[config.mk]
export PLATFORM = sky130hd
export DESIGN_NAME = packet_deframer_sum16_top
export DESIGN_NICKNAME = d
export VERILOG_FILES = /design/src/rtl/core/pdf_pkg.sv /design/src/rtl/core/pdf_cfg_regs.sv /design/src/rtl/core/pdf_step.sv /design/src/rtl/core/pdf_out_reg.sv /design/src/rtl/core/packet_deframer_sum16_top.sv
export SDC_FILE = /design/constraint.sdc
export NUM_CORES = 1
export LEC_CHECK = 0
export BUFFER_PORTS_ARGS = -buffer_cell sky130_fd_sc_hd__buf_2
export CAP_MARGIN = 5
export CELL_PAD_IN_SITES_DETAIL_PLACEMENT = 1
export CELL_PAD_IN_SITES_GLOBAL_PLACEMENT = 2
export CORE_MARGIN = 2
export CORE_UTILIZATION = 38
export DETAILED_ROUTE_END_ITERATION = 8
export PLACE_DENSITY_LB_ADDON = 0.25
export SYNTH_ARGS = -nofsm -noshare
export SYNTH_HDL_FRONTEND = slang
export SYNTH_HIERARCHICAL = 1
export SYNTH_SLANG_ARGS = --single-unit
[constraint.sdc]
create_clock -name i_clk -period 4.64 [get_ports i_clk]
set_input_delay 0.464 -clock i_clk [delete_from_list [all_inputs] [get_ports i_clk]]
set_output_delay 0.464 -clock i_clk [all_outputs]
set_load 0.05 [all_outputs]
[src/rtl/core/pdf_pkg.sv]
// Package for the packet deframer with 16-bit additive checksum.
// Holds the phase encoding, result kinds, register indexes and shared structs.
// No dependencies.
package pdf_pkg;

    localparam int unsigned CFG_IDX_W  = 2;
    localparam int unsigned CFG_DATA_W = 16;

    localparam logic [CFG_IDX_W-1:0] CFG_DATA_TYPE = 2'd0;
    localparam logic [CFG_IDX_W-1:0] CFG_LAST_TYPE = 2'd1;
    localparam logic [CFG_IDX_W-1:0] CFG_MAX_LEN   = 2'd2;

    localparam logic [7:0]  RST_DATA_TYPE = 8'd2;
    localparam logic [7:0]  RST_LAST_TYPE = 8'd130;
    localparam logic [15:0] RST_MAX_LEN   = 16'd2048;

    localparam logic [2:0] KIND_PAYLOAD  = 3'd0;
    localparam logic [2:0] KIND_CONTROL  = 3'd1;
    localparam logic [2:0] KIND_OK       = 3'd2;
    localparam logic [2:0] KIND_TOO_LONG = 3'd3;
    localparam logic [2:0] KIND_BAD_SUM  = 3'd4;

    typedef enum logic [6:0] {
        PH_IDLE    = 7'b0000001,
        PH_SEQ     = 7'b0000010,
        PH_LEN_LO  = 7'b0000100,
        PH_LEN_HI  = 7'b0001000,
        PH_PAYLOAD = 7'b0010000,
        PH_SUM_LO  = 7'b0100000,
        PH_SUM_HI  = 7'b1000000
    } t_phase;

    typedef struct packed {
        logic [7:0]  data_type_code;
        logic [7:0]  last_type_code;
        logic [15:0] max_length;
    } t_cfg;

    typedef struct packed {
        logic [2:0]  result_kind;
        logic [7:0]  data_byte;
        logic        is_last_packet;
        logic [7:0]  sequence_res;
        logic [15:0] packet_length;
        logic [15:0] checksum_sum;
    } t_result;

endpackage

[src/rtl/core/pdf_cfg_regs.sv]
// Configuration registers of the packet deframer: type codes and maximum length.
// Depends on pdf_pkg.
module pdf_cfg_regs (
    input  logic                          i_clk,
    input  logic                          i_rst_n,
    input  logic                          i_cfg_we,
    input  logic [pdf_pkg::CFG_IDX_W-1:0]  i_cfg_index,
    input  logic [pdf_pkg::CFG_DATA_W-1:0] i_cfg_wdata,
    output pdf_pkg::t_cfg                 o_cfg
);
    import pdf_pkg::*;

    t_cfg r_cfg;

    always_ff @(posedge i_clk) begin
        if (!i_rst_n) begin
            r_cfg.data_type_code <= RST_DATA_TYPE;
            r_cfg.last_type_code <= RST_LAST_TYPE;
            r_cfg.max_length     <= RST_MAX_LEN;
        end else if (i_cfg_we) begin
            case (i_cfg_index)
                CFG_DATA_TYPE: r_cfg.data_type_code <= i_cfg_wdata[7:0];
                CFG_LAST_TYPE: r_cfg.last_type_code <= i_cfg_wdata[7:0];
                CFG_MAX_LEN:   r_cfg.max_length     <= i_cfg_wdata[15:0];
                default: begin
                end
            endcase
        end
    end

    assign o_cfg = r_cfg;

endmodule

[src/rtl/core/pdf_step.sv]
// Deframing state machine: one step per byte, header capture, payload sum, verdict.
// Depends on pdf_pkg.
module pdf_step (
    input  logic             i_clk,
    input  logic             i_rst_n,
    input  pdf_pkg::t_cfg    i_cfg,
    input  logic             i_step,
    input  logic [7:0]       i_byte,
    output logic             o_res_valid,
    output pdf_pkg::t_result o_res
);
    import pdf_pkg::*;

    t_phase      r_phase, n_phase;
    logic        r_last, n_last;
    logic [7:0]  r_seq, n_seq;
    logic [15:0] r_len, n_len;
    logic [15:0] r_count, n_count;
    logic [15:0] r_sum, n_sum;
    logic [7:0]  r_sum_lo, n_sum_lo;

    logic [15:0] len_full;
    logic [15:0] sum_add;
    logic [15:0] count_inc;
    logic [15:0] rx_sum;

    assign len_full  = {i_byte, r_len[7:0]};
    assign sum_add   = r_sum + {8'd0, i_byte};
    assign count_inc = r_count + 16'd1;
    assign rx_sum    = {i_byte, r_sum_lo};

    always_comb begin
        n_phase     = r_phase;
        n_last      = r_last;
        n_seq       = r_seq;
        n_len       = r_len;
        n_count     = r_count;
        n_sum       = r_sum;
        n_sum_lo    = r_sum_lo;
        o_res_valid = 1'b0;
        o_res       = '0;
        case (r_phase)
            PH_SEQ: begin
                n_seq   = i_byte;
                n_phase = PH_LEN_LO;
            end
            PH_LEN_LO: begin
                n_len   = {8'd0, i_byte};
                n_phase = PH_LEN_HI;
            end
            PH_LEN_HI: begin
                n_len   = len_full;
                n_sum   = '0;
                n_count = '0;
                if (len_full > i_cfg.max_length) begin
                    o_res_valid          = 1'b1;
                    o_res.result_kind    = KIND_TOO_LONG;
                    o_res.is_last_packet = r_last;
                    o_res.sequence_res   = r_seq;
                    o_res.packet_length  = len_full;
                    n_phase              = PH_IDLE;
                end else if (len_full == 16'd0) begin
                    n_phase = PH_SUM_LO;
                end else begin
                    n_phase = PH_PAYLOAD;
                end
            end
            PH_PAYLOAD: begin
                n_sum                = sum_add;
                n_count              = count_inc;
                o_res_valid          = 1'b1;
                o_res.result_kind    = KIND_PAYLOAD;
                o_res.data_byte      = i_byte;
                o_res.is_last_packet = r_last;
                o_res.sequence_res   = r_seq;
                o_res.packet_length  = r_len;
                o_res.checksum_sum   = sum_add;
                if (count_inc >= r_len) begin
                    n_phase = PH_SUM_LO;
                end
            end
            PH_SUM_LO: begin
                n_sum_lo = i_byte;
                n_phase  = PH_SUM_HI;
            end
            PH_SUM_HI: begin
                o_res_valid          = 1'b1;
                o_res.result_kind    = (rx_sum == r_sum) ? KIND_OK : KIND_BAD_SUM;
                o_res.is_last_packet = r_last;
                o_res.sequence_res   = r_seq;
                o_res.packet_length  = r_len;
                o_res.checksum_sum   = r_sum;
                n_phase              = PH_IDLE;
            end
            default: begin
                n_phase = PH_IDLE;
                if (i_byte == i_cfg.data_type_code || i_byte == i_cfg.last_type_code) begin
                    n_last  = (i_byte != i_cfg.data_type_code);
                    n_phase = PH_SEQ;
                end else begin
                    o_res_valid       = 1'b1;
                    o_res.result_kind = KIND_CONTROL;
                    o_res.data_byte   = i_byte;
                end
            end
        endcase
    end

    always_ff @(posedge i_clk) begin
        if (!i_rst_n) begin
            r_phase  <= PH_IDLE;
            r_last   <= 1'b0;
            r_seq    <= '0;
            r_len    <= '0;
            r_count  <= '0;
            r_sum    <= '0;
            r_sum_lo <= '0;
        end else if (i_step) begin
            r_phase  <= n_phase;
            r_last   <= n_last;
            r_seq    <= n_seq;
            r_len    <= n_len;
            r_count  <= n_count;
            r_sum    <= n_sum;
            r_sum_lo <= n_sum_lo;
        end
    end

endmodule

[src/rtl/core/pdf_out_reg.sv]
// Result register of the packet deframer: holds one result beat until taken.
// Depends on pdf_pkg.
module pdf_out_reg (
    input  logic             i_clk,
    input  logic             i_rst_n,
    input  logic             i_load,
    input  pdf_pkg::t_result i_res,
    input  logic             i_stall,
    output logic             o_free,
    output logic             o_valid,
    output pdf_pkg::t_result o_res
);
    import pdf_pkg::*;

    logic    r_valid;
    t_result r_res;

    assign o_free = !r_valid || !i_stall;

    always_ff @(posedge i_clk) begin
        if (!i_rst_n) begin
            r_valid <= 1'b0;
        end else if (i_load) begin
            r_valid <= 1'b1;
        end else if (!i_stall) begin
            r_valid <= 1'b0;
        end
    end

    always_ff @(posedge i_clk) begin
        if (i_load) begin
            r_res <= i_res;
        end
    end

    assign o_valid = r_valid;
    assign o_res   = r_res;

endmodule

[src/rtl/core/packet_deframer_sum16_top.sv]
// Top level of the packet deframer with 16-bit additive checksum.
// Depends on pdf_pkg, pdf_cfg_regs, pdf_step and pdf_out_reg.
//
//  channel  | handshake                  | payload
//  ---------+----------------------------+---------------------------------------
//  in       | i_in_valid / o_in_stall    | i_rx_byte
//  out      | o_out_valid / i_out_stall  | o_result_kind, o_data_byte, ...
//  cfg      | i_cfg_we                   | i_cfg_index, i_cfg_wdata
//
// One byte per cycle sustained while the output is not stalled; an accepted byte is held
// in the input register, then one state step writes its result, if any, into the result register.
// Reset is synchronous and active low; it restores the register defaults and idle.
// The input stalls only while its register holds a byte and the result register
// is full and stalled.
module packet_deframer_sum16_top (
    input  logic                          i_clk,
    input  logic                          i_rst_n,
    input  logic                          i_in_valid,
    output logic                          o_in_stall,
    input  logic [7:0]                    i_rx_byte,
    output logic                          o_out_valid,
    input  logic                          i_out_stall,
    output logic [2:0]                    o_result_kind,
    output logic [7:0]                    o_data_byte,
    output logic                          o_is_last_packet,
    output logic [7:0]                    o_sequence_res,
    output logic [15:0]                   o_packet_length,
    output logic [15:0]                   o_checksum_sum,
    input  logic                          i_cfg_we,
    input  logic [pdf_pkg::CFG_IDX_W-1:0]  i_cfg_index,
    input  logic [pdf_pkg::CFG_DATA_W-1:0] i_cfg_wdata
);
    import pdf_pkg::*;

    t_cfg       cfg;
    logic       r_in_valid, n_in_valid;
    logic [7:0] r_in_byte;
    logic       out_free;
    logic       step;
    logic       res_valid;
    t_result    res;
    t_result    out_res;
    logic       in_accept;

    pdf_cfg_regs u_cfg (
        .i_clk       (i_clk),
        .i_rst_n     (i_rst_n),
        .i_cfg_we    (i_cfg_we),
        .i_cfg_index (i_cfg_index),
        .i_cfg_wdata (i_cfg_wdata),
        .o_cfg       (cfg)
    );

    assign step       = r_in_valid && out_free;
    assign o_in_stall = r_in_valid && !out_free;
    assign in_accept  = i_in_valid && !o_in_stall;

    always_comb begin
        n_in_valid = r_in_valid;
        if (in_accept) begin
            n_in_valid = 1'b1;
        end else if (step) begin
            n_in_valid = 1'b0;
        end
    end

    always_ff @(posedge i_clk) begin
        if (!i_rst_n) begin
            r_in_valid <= 1'b0;
        end else begin
            r_in_valid <= n_in_valid;
        end
    end

    always_ff @(posedge i_clk) begin
        if (in_accept) begin
            r_in_byte <= i_rx_byte;
        end
    end

    pdf_step u_step (
        .i_clk       (i_clk),
        .i_rst_n     (i_rst_n),
        .i_cfg       (cfg),
        .i_step      (step),
        .i_byte      (r_in_byte),
        .o_res_valid (res_valid),
        .o_res       (res)
    );

    pdf_out_reg u_out (
        .i_clk   (i_clk),
        .i_rst_n (i_rst_n),
        .i_load  (step && res_valid),
        .i_res   (res),
        .i_stall (i_out_stall),
        .o_free  (out_free),
        .o_valid (o_out_valid),
        .o_res   (out_res)
    );

    assign o_result_kind    = out_res.result_kind;
    assign o_data_byte      = out_res.data_byte;
    assign o_is_last_packet = out_res.is_last_packet;
    assign o_sequence_res   = out_res.sequence_res;
    assign o_packet_length  = out_res.packet_length;
    assign o_checksum_sum   = out_res.checksum_sum;

endmodule

Word level (Yosys, flattened, before mapping)
Index checks and enable logic that the tools add are counted.

storage, ports and cells
  word-level logic and storage cells = 93
  flip-flop bits (word level) = 166
  output and inout port bits = 54
  input port bits = 31

cells by class
  reductions and logical operators = 30
  bitwise operators = 2
  add/subtract/negate cells = 2
  $lt $le $gt $ge = 2
  equality and inequality tests = 14
  mux-type cells = 23

operators by type and width
  cell                                                             number
  16-bit case mux with 2 select lines                              4
  25-bit case mux with 2 select lines                              1
  7-bit case mux with 6 select lines                               1
  25-bit 2-to-1 mux                                                1
  16-bit by 1-bit adder with 16-bit output, second input constant  1
  16-bit by 8-bit adder with 16-bit output                         1
  16-bit == test                                                   1
  8-bit == test                                                    2
  16-bit >= comparator                                             1
  16-bit greater-than comparator                                   1
  16-bit zero test                                                 1
  8-bit case mux with 2 select lines                               1
  2-bit AND reduction                                              8
  6-bit 2-to-1 mux                                                 2
  9-bit 2-to-1 mux                                                 1
  3-bit case mux with 3 select lines                               1
  8-bit != test                                                    1
  7-bit by 2-bit == test with 1-bit output, second input constant  1
  7-bit by 3-bit == test with 1-bit output, second input constant  1
  7-bit by 4-bit == test with 1-bit output, second input constant  1
  7-bit by 5-bit == test with 1-bit output, second input constant  1
  7-bit by 6-bit == test with 1-bit output, second input constant  1
  7-bit == test, second input constant                             1
  7-bit 2-to-1 mux                                                 1
  19 further kinds                                                 37

Logic depth before layout (Yosys ltp)
Gate-level depths: netlist of run 1.

  depth in word-level cells = 7
  depth in mapped cells = 12
  mapped depth without buffers = 12

By module
The synthesis of run 1 kept the hierarchy.

by module, submodules not included
  module                     seq. area each (µm²)  instances  cells each  area each (µm²)
  pdf_step                   1441.4                1          691         5306.3
  pdf_out_reg                1581.5                1          56          1596.5
  pdf_cfg_regs               640.6                 1          126         1236.2
  packet_deframer_sum16_top  260.2                 1          14          300.3

Worst setup path before layout of run 1
No wires, ideal clock.

  kind = register -> register
  start point = register r_in_byte[3]
  end point = register u_out.r_res (netlist bit u_out/o_res[0]), enable pin
  slack = 1.039 ns
  arrival = 3.185 ns
  path buffers = 1
  data required time = 4.224 ns
  setup time = 0.416 ns
  cell stages (with the launch flop) = 9
  period minus slack after synthesis = 3.601 ns
  cell sequence = edfxtp_1 > ha_1 > nand4_1 > a2111o_1 > o211ai_1 > a21oi_1 > clkbuf_1 > nand2_1 > and3_1

on the way
  word-level cells in the longest chain between the ends = 5
  elaborated cells on any way between the ends = 8
  those cells by class = order compare (1); eq/ne (2); mux (3); reduce/logical (2)

RTL lines
  what                                                                    RTL line                         RTL
  from (decl)                                                             packet_deframer_sum16_top.sv:37  logic [7:0] r_in_byte;
  from (signal assigned)                                                  packet_deframer_sum16_top.sv:77  r_in_byte <= i_rx_byte;
  branches (longest 3 deep; another with 16-bit greater-than comparator)  --
  1-bit case mux with 3 select lines (*)                                  pdf_step.sv:42                   case (r_phase)
  named net res_valid                                                     packet_deframer_sum16_top.sv:40  logic res_valid;
  1-bit logical AND (*)                                                   packet_deframer_sum16_top.sv:94  .i_load (step && res_valid),
  to (signal assigned)                                                    pdf_out_reg.sv:32                r_res <= i_res;
  to (decl)                                                               pdf_out_reg.sv:16                t_result r_res;

Mark *: on every way through the listed nets, which the timed path passes.
A chain may end at the register's enable or synchronous reset.

Worst setup path after layout of run 1
  start point = register r_in_byte[0]
  end point = register u_out.r_res (netlist bit u_out/o_res[20]), enable pin

Same word-level chain as after synthesis.

==> impl_metrics.tcl, run 1 <==
set metrics [dict create \
    hold_viol_final 0 \
    groute.usage.overall_pct 21.17 \
    fmax_ghz 0.2871 \
    worst-path-max-fanout 39 \
    remaining_drc_errors 0 \
    comb_power_share_pct 8.4 \
    tns_ns 0 \
    grt_max_degree 64 \
    period_share_pct 75.06 \
    dieArea_sq_um 23420 \
    dp_hpwl_mm 17.20 \
    num_rows 54 \
    overflow 0 \
    cts_buffer_depth 2 \
    cts_buffers 17 \
    clock-sinks 166 \
    setup_violations 0 \
    grt_pass1_vias 7030 \
    die_height_um 153.0 \
    critPathCaptureType "flip-flop" \
    place.gp.congestion 0.8099 \
    vias 6889 \
    area_growth_pct 15.36 \
    core_area_sq_um 21820 \
    seqPwrFrac_pct 47.8 \
    ys_seq_elements 166 \
    io_buffers 84 \
    drt-met1-wl_mm 11.53 \
    drt_first_iter_violations 282 \
    yosysUniqueCellTypes 61 \
    maxCapViolations 0 \
    cts_setup_buffers 0 \
    start_util_pct 38.67 \
    cts_resized 0 \
    cts_tree "done" \
    power_density_nw_per_um2 336.3 \
    synth_area_per_cell_sq_um 9.514 \
    async_reset_ff_share_pct 0 \
    drt_wl_total_mm 24.48 \
    p_int_uw 2351 \
    met3_length_um 860 \
    final_layout_size_suffix_gt1_share_pct 15.31 \
    num_io_pins 85 \
    layout_commonest_cell "dfxtp_1" \
    relSlewSlack_pct 44.35 \
    leakagePower_uw 0.003782 \
    routed.top_layer "met4" \
    synth.largest_area_cell "dfxtp_1" \
    period_minus_slack_ns 3.483 \
    rsz0062_at_grt "false" \
    worst_ep_arrival_time_ns 3.56 \
    clk_latency_ns 0.44 \
    finalNonFillerCells 1247 \
    finClkSkew_ns 0.01080 \
    status "complete, no violations" \
    htree_levels 4 \
    swShare_pct 28.20 \
    max-vdd-ir-drop_uv 211.2 \
    worst-slew-pin-transition_ns 0.8260 \
    diodes 0 \
    finalInstanceArea_sq_um 9736 \
    syn_inst 887 \
    die_x_um 153.0 \
    antenna_found_initial 0 \
    placedCellCount 1215 \
    start_kind "flip-flop" \
    clkTransAtPathRegs_ns 0.07 \
    final_nets 1027 \
    yosysWarnings 6 \
    hold_path.class "input port to flip-flop" \
    wl_met2_mm 11.56 \
    viasPerCell 5.524 \
    firstDrtPassIters 5 \
    p_sw_uw 923.3 \
    clockPowerShare_pct 43.8 \
    avgRoutedWirePerCell_um 19.63 \
    syn-cell-area_sq_um 8439 \
    grt_pass1_wl_mm 39.17 \
    synthFlopType "dfxtp_1" \
    yosysSeqAreaShare_pct 46.49 \
    cp_data_required_time_ns 4.71 \
    final_antenna_net_count 0 \
    root_buffer "clkbuf_16" \
    cts_hold_buf 0 \
    place_area_sq_um 9126 \
    synth_top_area_share_pct 25.14 \
    crit_type "flip-flop to flip-flop" \
    fillCellCount 2509 \
    layout_common_cells "106 x dfxtp_1, 95 x nand2_1, 84 x buf_2" \
    slew_viol_final 0 \
    synth_edf_count 60 \
    syn_nets 960 \
    ys_top_cells_by_area "dfxtp_1 25%, edfxtp_1 21%, ha_1 6.1%, mux2i_1 4.6%, nand2_1 4.2%" \
]
-- flip-flops by register name (all words and copies together) (netlist names), 7 cells and up --
register         flops
u_out/o_res         52
u_cfg/o_cfg         32
u_step/r_count      16
u_step/r_len        16
u_step/r_sum        16
r_in_byte            8
u_step/r_seq         8
u_step/r_sum_lo      8
u_step/r_phase       7
-- Yosys cell counts (2+ instances only) --
cell type	count
dfxtp_1	106
nand2_1	95
a21oi_1	61
edfxtp_1	60
nor2_1	56
clkbuf_1	46
ha_1	41
inv_1	40
nand3_1	40
mux2i_1	39
xnor2_1	31
o21ai_0	28
nor2b_1	24
xor2_1	24
nand4_1	18
nor4_1	14
a21o_1	13
a22oi_1	12
and3_1	12
nor3_1	12
a22o_1	11
a31oi_1	8
o211ai_1	8
a211oi_1	6
buf_2	6
nand2b_1	6
nand3b_1	6
o21a_1	6
or3_1	5
and2_1	4
or2_2	4
or4_1	4
and4_1	3
nand4b_1	3
o31ai_1	3
o41ai_1	3
a41oi_1	2
and3b_1	2
buf_6	2
nor3b_1	2
-- critical path: stages (launching register included) --
cell      delay, ns
edfxtp_1       0.68
ha_1           0.41
nand4_1        0.16
a2111o_1       0.40
o211ai_1       0.21
a21oi_1        0.16
nand2_1        0.09
and3_2         0.42
buf_4          0.55
-- worst paths after layout --
| kind | startpoint | end | slack [ns] | cells after the start |
|---|---|---|---|---|
| setup / recovery | r_in_byte[0]$_DFFE_PP_ | u_out/o_res[20]$_DFFE_PP_ | 1.16 | 8 |
| hold / removal | i_rx_byte[3] | r_in_byte[3]$_DFFE_PP_ | 0.21 | 1 |
| setup reg to reg | r_in_byte[0]$_DFFE_PP_ | u_out/o_res[20]$_DFFE_PP_ | 1.16 | 8 |
| hold reg to reg | u_cfg/o_cfg[14]$_SDFFE_PN0P_ | u_cfg/o_cfg[14]$_SDFFE_PN0P_ | 0.46 | 2 |
-- cell type report --
cell class              instances  area (sq um)  area share, %
flip-flops and latches        166          3924          40.30
repair buffers                103         563.0          5.783
clock inverters                15         183.9          1.889
inverters                      40         150.1          1.542
clock buffers                  17         425.4          4.370
well taps                     280         350.3          3.599
multi-input cells             626          4139          42.51
-- metrics by stage --
stage	util, %	total power (uW)	hold WS (ns)	setup WS [ns]
after floorplan	-	1786	0.4347	1.039
after global placement	41.82	1871	0.4459	1.302
after detailed placement	41.82	1874	0.4507	1.224
after CTS	44.61	3314	0.1932	1.157
after global routing	44.61	3400	0.1932	0.9716
final	44.61	3274	0.2098	1.157
-- layer usage --
layer	global-route usage, %	up-vias
met5	0	-
met4	7.099	0
met3	3.232	29
met2	35.01	151
met1	28.38	3409
li1	-	3300
-- power groups by stage --
stage	sequential (uW)	combinational (uW)	clock, uW
after global placement	1600	273	0
final	1560	274	1430
after CTS	1570	277	1470
after floorplan	1670	119	0
after detailed placement	1600	276	0
after global routing	1570	295	1540
-- cell families after synthesis --
kind of cell,count (synthesis),share of synthesized area (%)
buffers and inverters,95,4.537
AOI/OAI and AO/OA,174,13.45
DFF,166,46.49
and+or+nand+nor,316,18.87
adders and majority gates,42,6.316
xor gates and xnor gates,55,5.708
muxes,39,4.626
Note: power is estimated with default switching activity, not from simulation.
==> inputs of run 2 (changes only) <==
--- a/config.mk
+++ b/config.mk
@@ -5,12 +5,13 @@
 export SDC_FILE = /design/constraint.sdc
 export NUM_CORES = 1
 export LEC_CHECK = 0
+export ABC_AREA = 1
 export BUFFER_PORTS_ARGS = -buffer_cell sky130_fd_sc_hd__buf_2
 export CAP_MARGIN = 5
 export CELL_PAD_IN_SITES_DETAIL_PLACEMENT = 1
 export CELL_PAD_IN_SITES_GLOBAL_PLACEMENT = 2
 export CORE_MARGIN = 2
-export CORE_UTILIZATION = 38
+export CORE_UTILIZATION = 32
 export DETAILED_ROUTE_END_ITERATION = 8
 export PLACE_DENSITY_LB_ADDON = 0.25
 export SYNTH_ARGS = -nofsm -noshare
==> constraint.sdc (replaced) <==
create_clock -name i_clk -period 2.8 [get_ports i_clk]
set_input_delay 0.28 -clock i_clk [delete_from_list [all_inputs] [get_ports i_clk]]
set_output_delay 0.28 -clock i_clk [all_outputs]
set_load 0.05 [all_outputs]
==> run 2 against run 1 <==
Against the previous run:
- critical path depth is 2 higher
- power is 70% higher
- final cell count is 23% higher
==> impl_metrics.tcl, run 2 <==
set metrics [dict create \
    hp-start "i_rx_byte[6]" \
    final_antenna_net_count 0 \
    dieArea_sq_um 28490 \
    remaining_drc_errors 0 \
    yosysSeqAreaShare_pct 45.15 \
    crit_buf_inv 1 \
    ys_top_cells_by_area "dfxtp_1 24%, edfxtp_1 21%, nand2_1 10%, inv_1 6.2%, ha_1 5.9%" \
    dp_hpwl_mm 18.57 \
    hold_path.class "input port to flip-flop" \
    synth.most_common_cell "nand2_1" \
    cts_buffer_depth 2 \
    drt_first_iter_violations 303 \
    finClkSkew_ns 0.01203 \
    yosysWarnings 6 \
    met2_usage_pct 30.06 \
    setup_violations 0 \
    slew_viol_final 0 \
    dp_slack_ns 0.1386 \
    period_minus_slack_ns 2.554 \
    status "complete, no violations" \
    p_int_uw 4077 \
    cts_buffers 17 \
    start_kind "flip-flop" \
    rsz0062_at_grt "false" \
    synth_top_area_share_pct 24.42 \
    layout_common_cells "235 x nand2_1, 144 x inv_1, 122 x nor2_1" \
    grtUsageMet1_pct 26.08 \
    worst_path_most_repeated_cell "nand2_1" \
    num_io_pins 85 \
    fmax_ghz 0.3915 \
    fillCellCount 3241 \
    grt_most_used_layer "met2" \
    overflow 0 \
    place.gp.congestion 0.8159 \
    critPathLaunch "r_in_byte[5]$_DFFE_PP_" \
    die_x_um 168.8 \
    swShare_pct 26.74 \
    synth_common_cells "235 x nand2_1, 144 x inv_1, 126 x nor2_1" \
    comb_power_share_pct 10.3 \
    grt_max_degree 39 \
    seqPwrFrac_pct 46.9 \
    clk_latency_ns 0.42 \
    core_area_sq_um 26800 \
    p_sw_uw 1488 \
    layout_commonest_cell "nand2_1" \
    yosysUniqueCellTypes 47 \
    clockPowerShare_pct 42.8 \
    leakagePower_uw 0.004530 \
    cp_data_required_time_ns 2.96 \
    diodes 0 \
    maxCapViolations 0 \
    relSlewSlack_pct 50.96 \
    grt.met3_usage_pct 2.198 \
    crit_path_max_incr_delay_ns 0.59 \
    worst-path-max-fanout 5 \
    avgRoutedWirePerCell_um 16.72 \
    syn_inst 1094 \
    grt_pass1_vias 7441 \
    area_growth_pct 17.11 \
    worst_ep_arrival_time_ns 2.72 \
    tns_ns 0 \
    synthFlopType "dfxtp_1" \
    period_share_pct 91.22 \
    cts_tree "done" \
    antenna_found_initial 0 \
    final_nets 1259 \
    syn_nets 1167 \
    drt_wl_total_mm 25.75 \
    multiInputGateArea_sq_um 3986 \
    hold_viol_final 0 \
    clock-sinks 166 \
    worst-slew-pin-transition_ns 0.7279 \
    synth_area_per_cell_sq_um 7.943 \
    vias 7350 \
    critPathCaptureType "flip-flop" \
    clkTransAtPathRegs_ns 0.07 \
    viasPerCell 4.773 \
    cts_hold_buf 0 \
    rr_startpoint "r_in_byte[5]$_DFFE_PP_" \
    cp_top_family "compound AO/OA/AOI/OAI gates" \
    die_height_um 168.8 \
    fin_ws_ns 0.2457 \
    seqCellArea_sq_um 3931 \
    grt_pass1_wl_mm 41.16 \
    num_rows 60 \
    largest_reg_flops 52 \
    cp_slowest_cell "o21ai_0" \
    final_layout_size_suffix_gt1_share_pct 16.43 \
    power_density_nw_per_um2 546.9 \
    async_reset_ff_share_pct 0 \
    htree_levels 4 \
    start_util_pct 32.42 \
    synth.largest_area_cell "dfxtp_1" \
    io_buffers 84 \
    cp_cell_sequence "ha_1 -> nand2_1 -> inv_1 -> nand3_1 -> o21ai_0 -> nand2_1 -> nand2_1 -> nand2_1 -> nand3_1 -> o21ai_0" \
    firstDrtPassIters 4 \
    synth_edf_count 60 \
    syn-cell-area_sq_um 8690 \
    max-vdd-ir-drop_uv 237.3 \
    crit_type "flip-flop to flip-flop" \
    groute.usage.overall_pct 18.56 \
    ys_seq_elements 166 \
    root_buffer "clkbuf_16" \
]
-- run 2: cell types whose count changed after synthesis, sizes merged, moves of 12 or more --
cell / previous run / this run
a21oi: 61 / 101
and3: 12 / 0
nand2: 95 / 241
clkbuf: 46 / 12
buf: 9 / 26
xor2: 24 / 36
nand3: 40 / 57
inv: 40 / 157
nor2: 56 / 135
mux2i: 39 / 0
xnor2: 31 / 2
a22oi: 12 / 0
o21ai: 28 / 49
nor2b: 25 / 0
-- run 2: logic make-up (layout without fill, tap and decap cells) --
group / count (synthesis) / in the layout / share of synthesized area, %
XOR/XNOR: 38 / 38 / 3.830
buffers and inverters: 196 / 301 / 9.633
AND/OR/NAND/NOR: 474 / 474 / 24.09
adder cells (fa/ha/maj): 42 / 42 / 6.134
AO/OA/AOI/OAI: 178 / 178 / 11.16
flip-flops: 166 / 166 / 45.15
-- run 2: path summary, 6_finish.rpt --
kind | cells after the start | to | slack (ns)
worst max-delay path | 10 | u_out/o_res[15]$_DFFE_PP_ | 0.25
worst min-delay path | 1 | r_in_byte[6]$_DFFE_PP_ | 0.03
worst min register to register | 2 | u_step/r_seq[6]$_SDFFE_PN0P_ | 0.46
worst max register to register | 10 | u_out/o_res[15]$_DFFE_PP_ | 0.25
-- run 2: area by class of cell --
type / instances / share of cell area (%)
sequential: 166 / 38.63
inverter: 158 / 5.840
clock buffer: 19 / 4.353
timing repair buffer: 111 / 6.369
clock inverter: 13 / 1.439
multi-input combinational: 732 / 39.17
tap: 341 / 4.193
-- run 2: worst reg2reg max path, cell delays in order, from the launching register on --
cell and delay, ns:
edfxtp_1 0.50, ha_1 0.41, nand2_1 0.12, inv_1 0.09, nand3_1 0.06, o21ai_0 0.59, nand2_1 0.20, nand2_1 0.11
nand2_1 0.05, nand3_1 0.09, o21ai_0 0.09
-- run 2: what timing repair did --
| action | 4_1_cts | 5_1_grt |
|---|---|---|
| setup endpoints to repair | 0 | 5 |
| resized for setup | 0 | 14 |
| setup buffers | 0 | 3 |
-- run 2: power groups by stage --
stage	logic, uW	registers [uW]	clock network [uW]
after floorplan	269	2780	0
final	573	2610	2380
after CTS	579	2610	2450
after detailed placement	576	2670	0
after global placement	570	2660	0
after global routing	632	2620	2540
-- run 2: metrics by stage --
step                      util [%]  cell area (sq um)  std cells  hold WS [ns]  power, uW
after floorplan                  -               8711       1094        0.3789       3053
after global placement       35.51               9517       1505        0.4407       3232
after detailed placement     35.51               9517       1505        0.4501       3243
after CTS                    37.71              10110       1537      0.006354       5643
after global routing         37.97              10180       1540       0.01039       5794
final                        37.97              10180       1540       0.02794       5566
-- run 2: per-layer routing --
layer  vias up  share of wire (%)
met5         -                  0
met4         0                1.7
met3        25                2.2
met2       103                 46
met1      3491                 50
li1       3731                  -
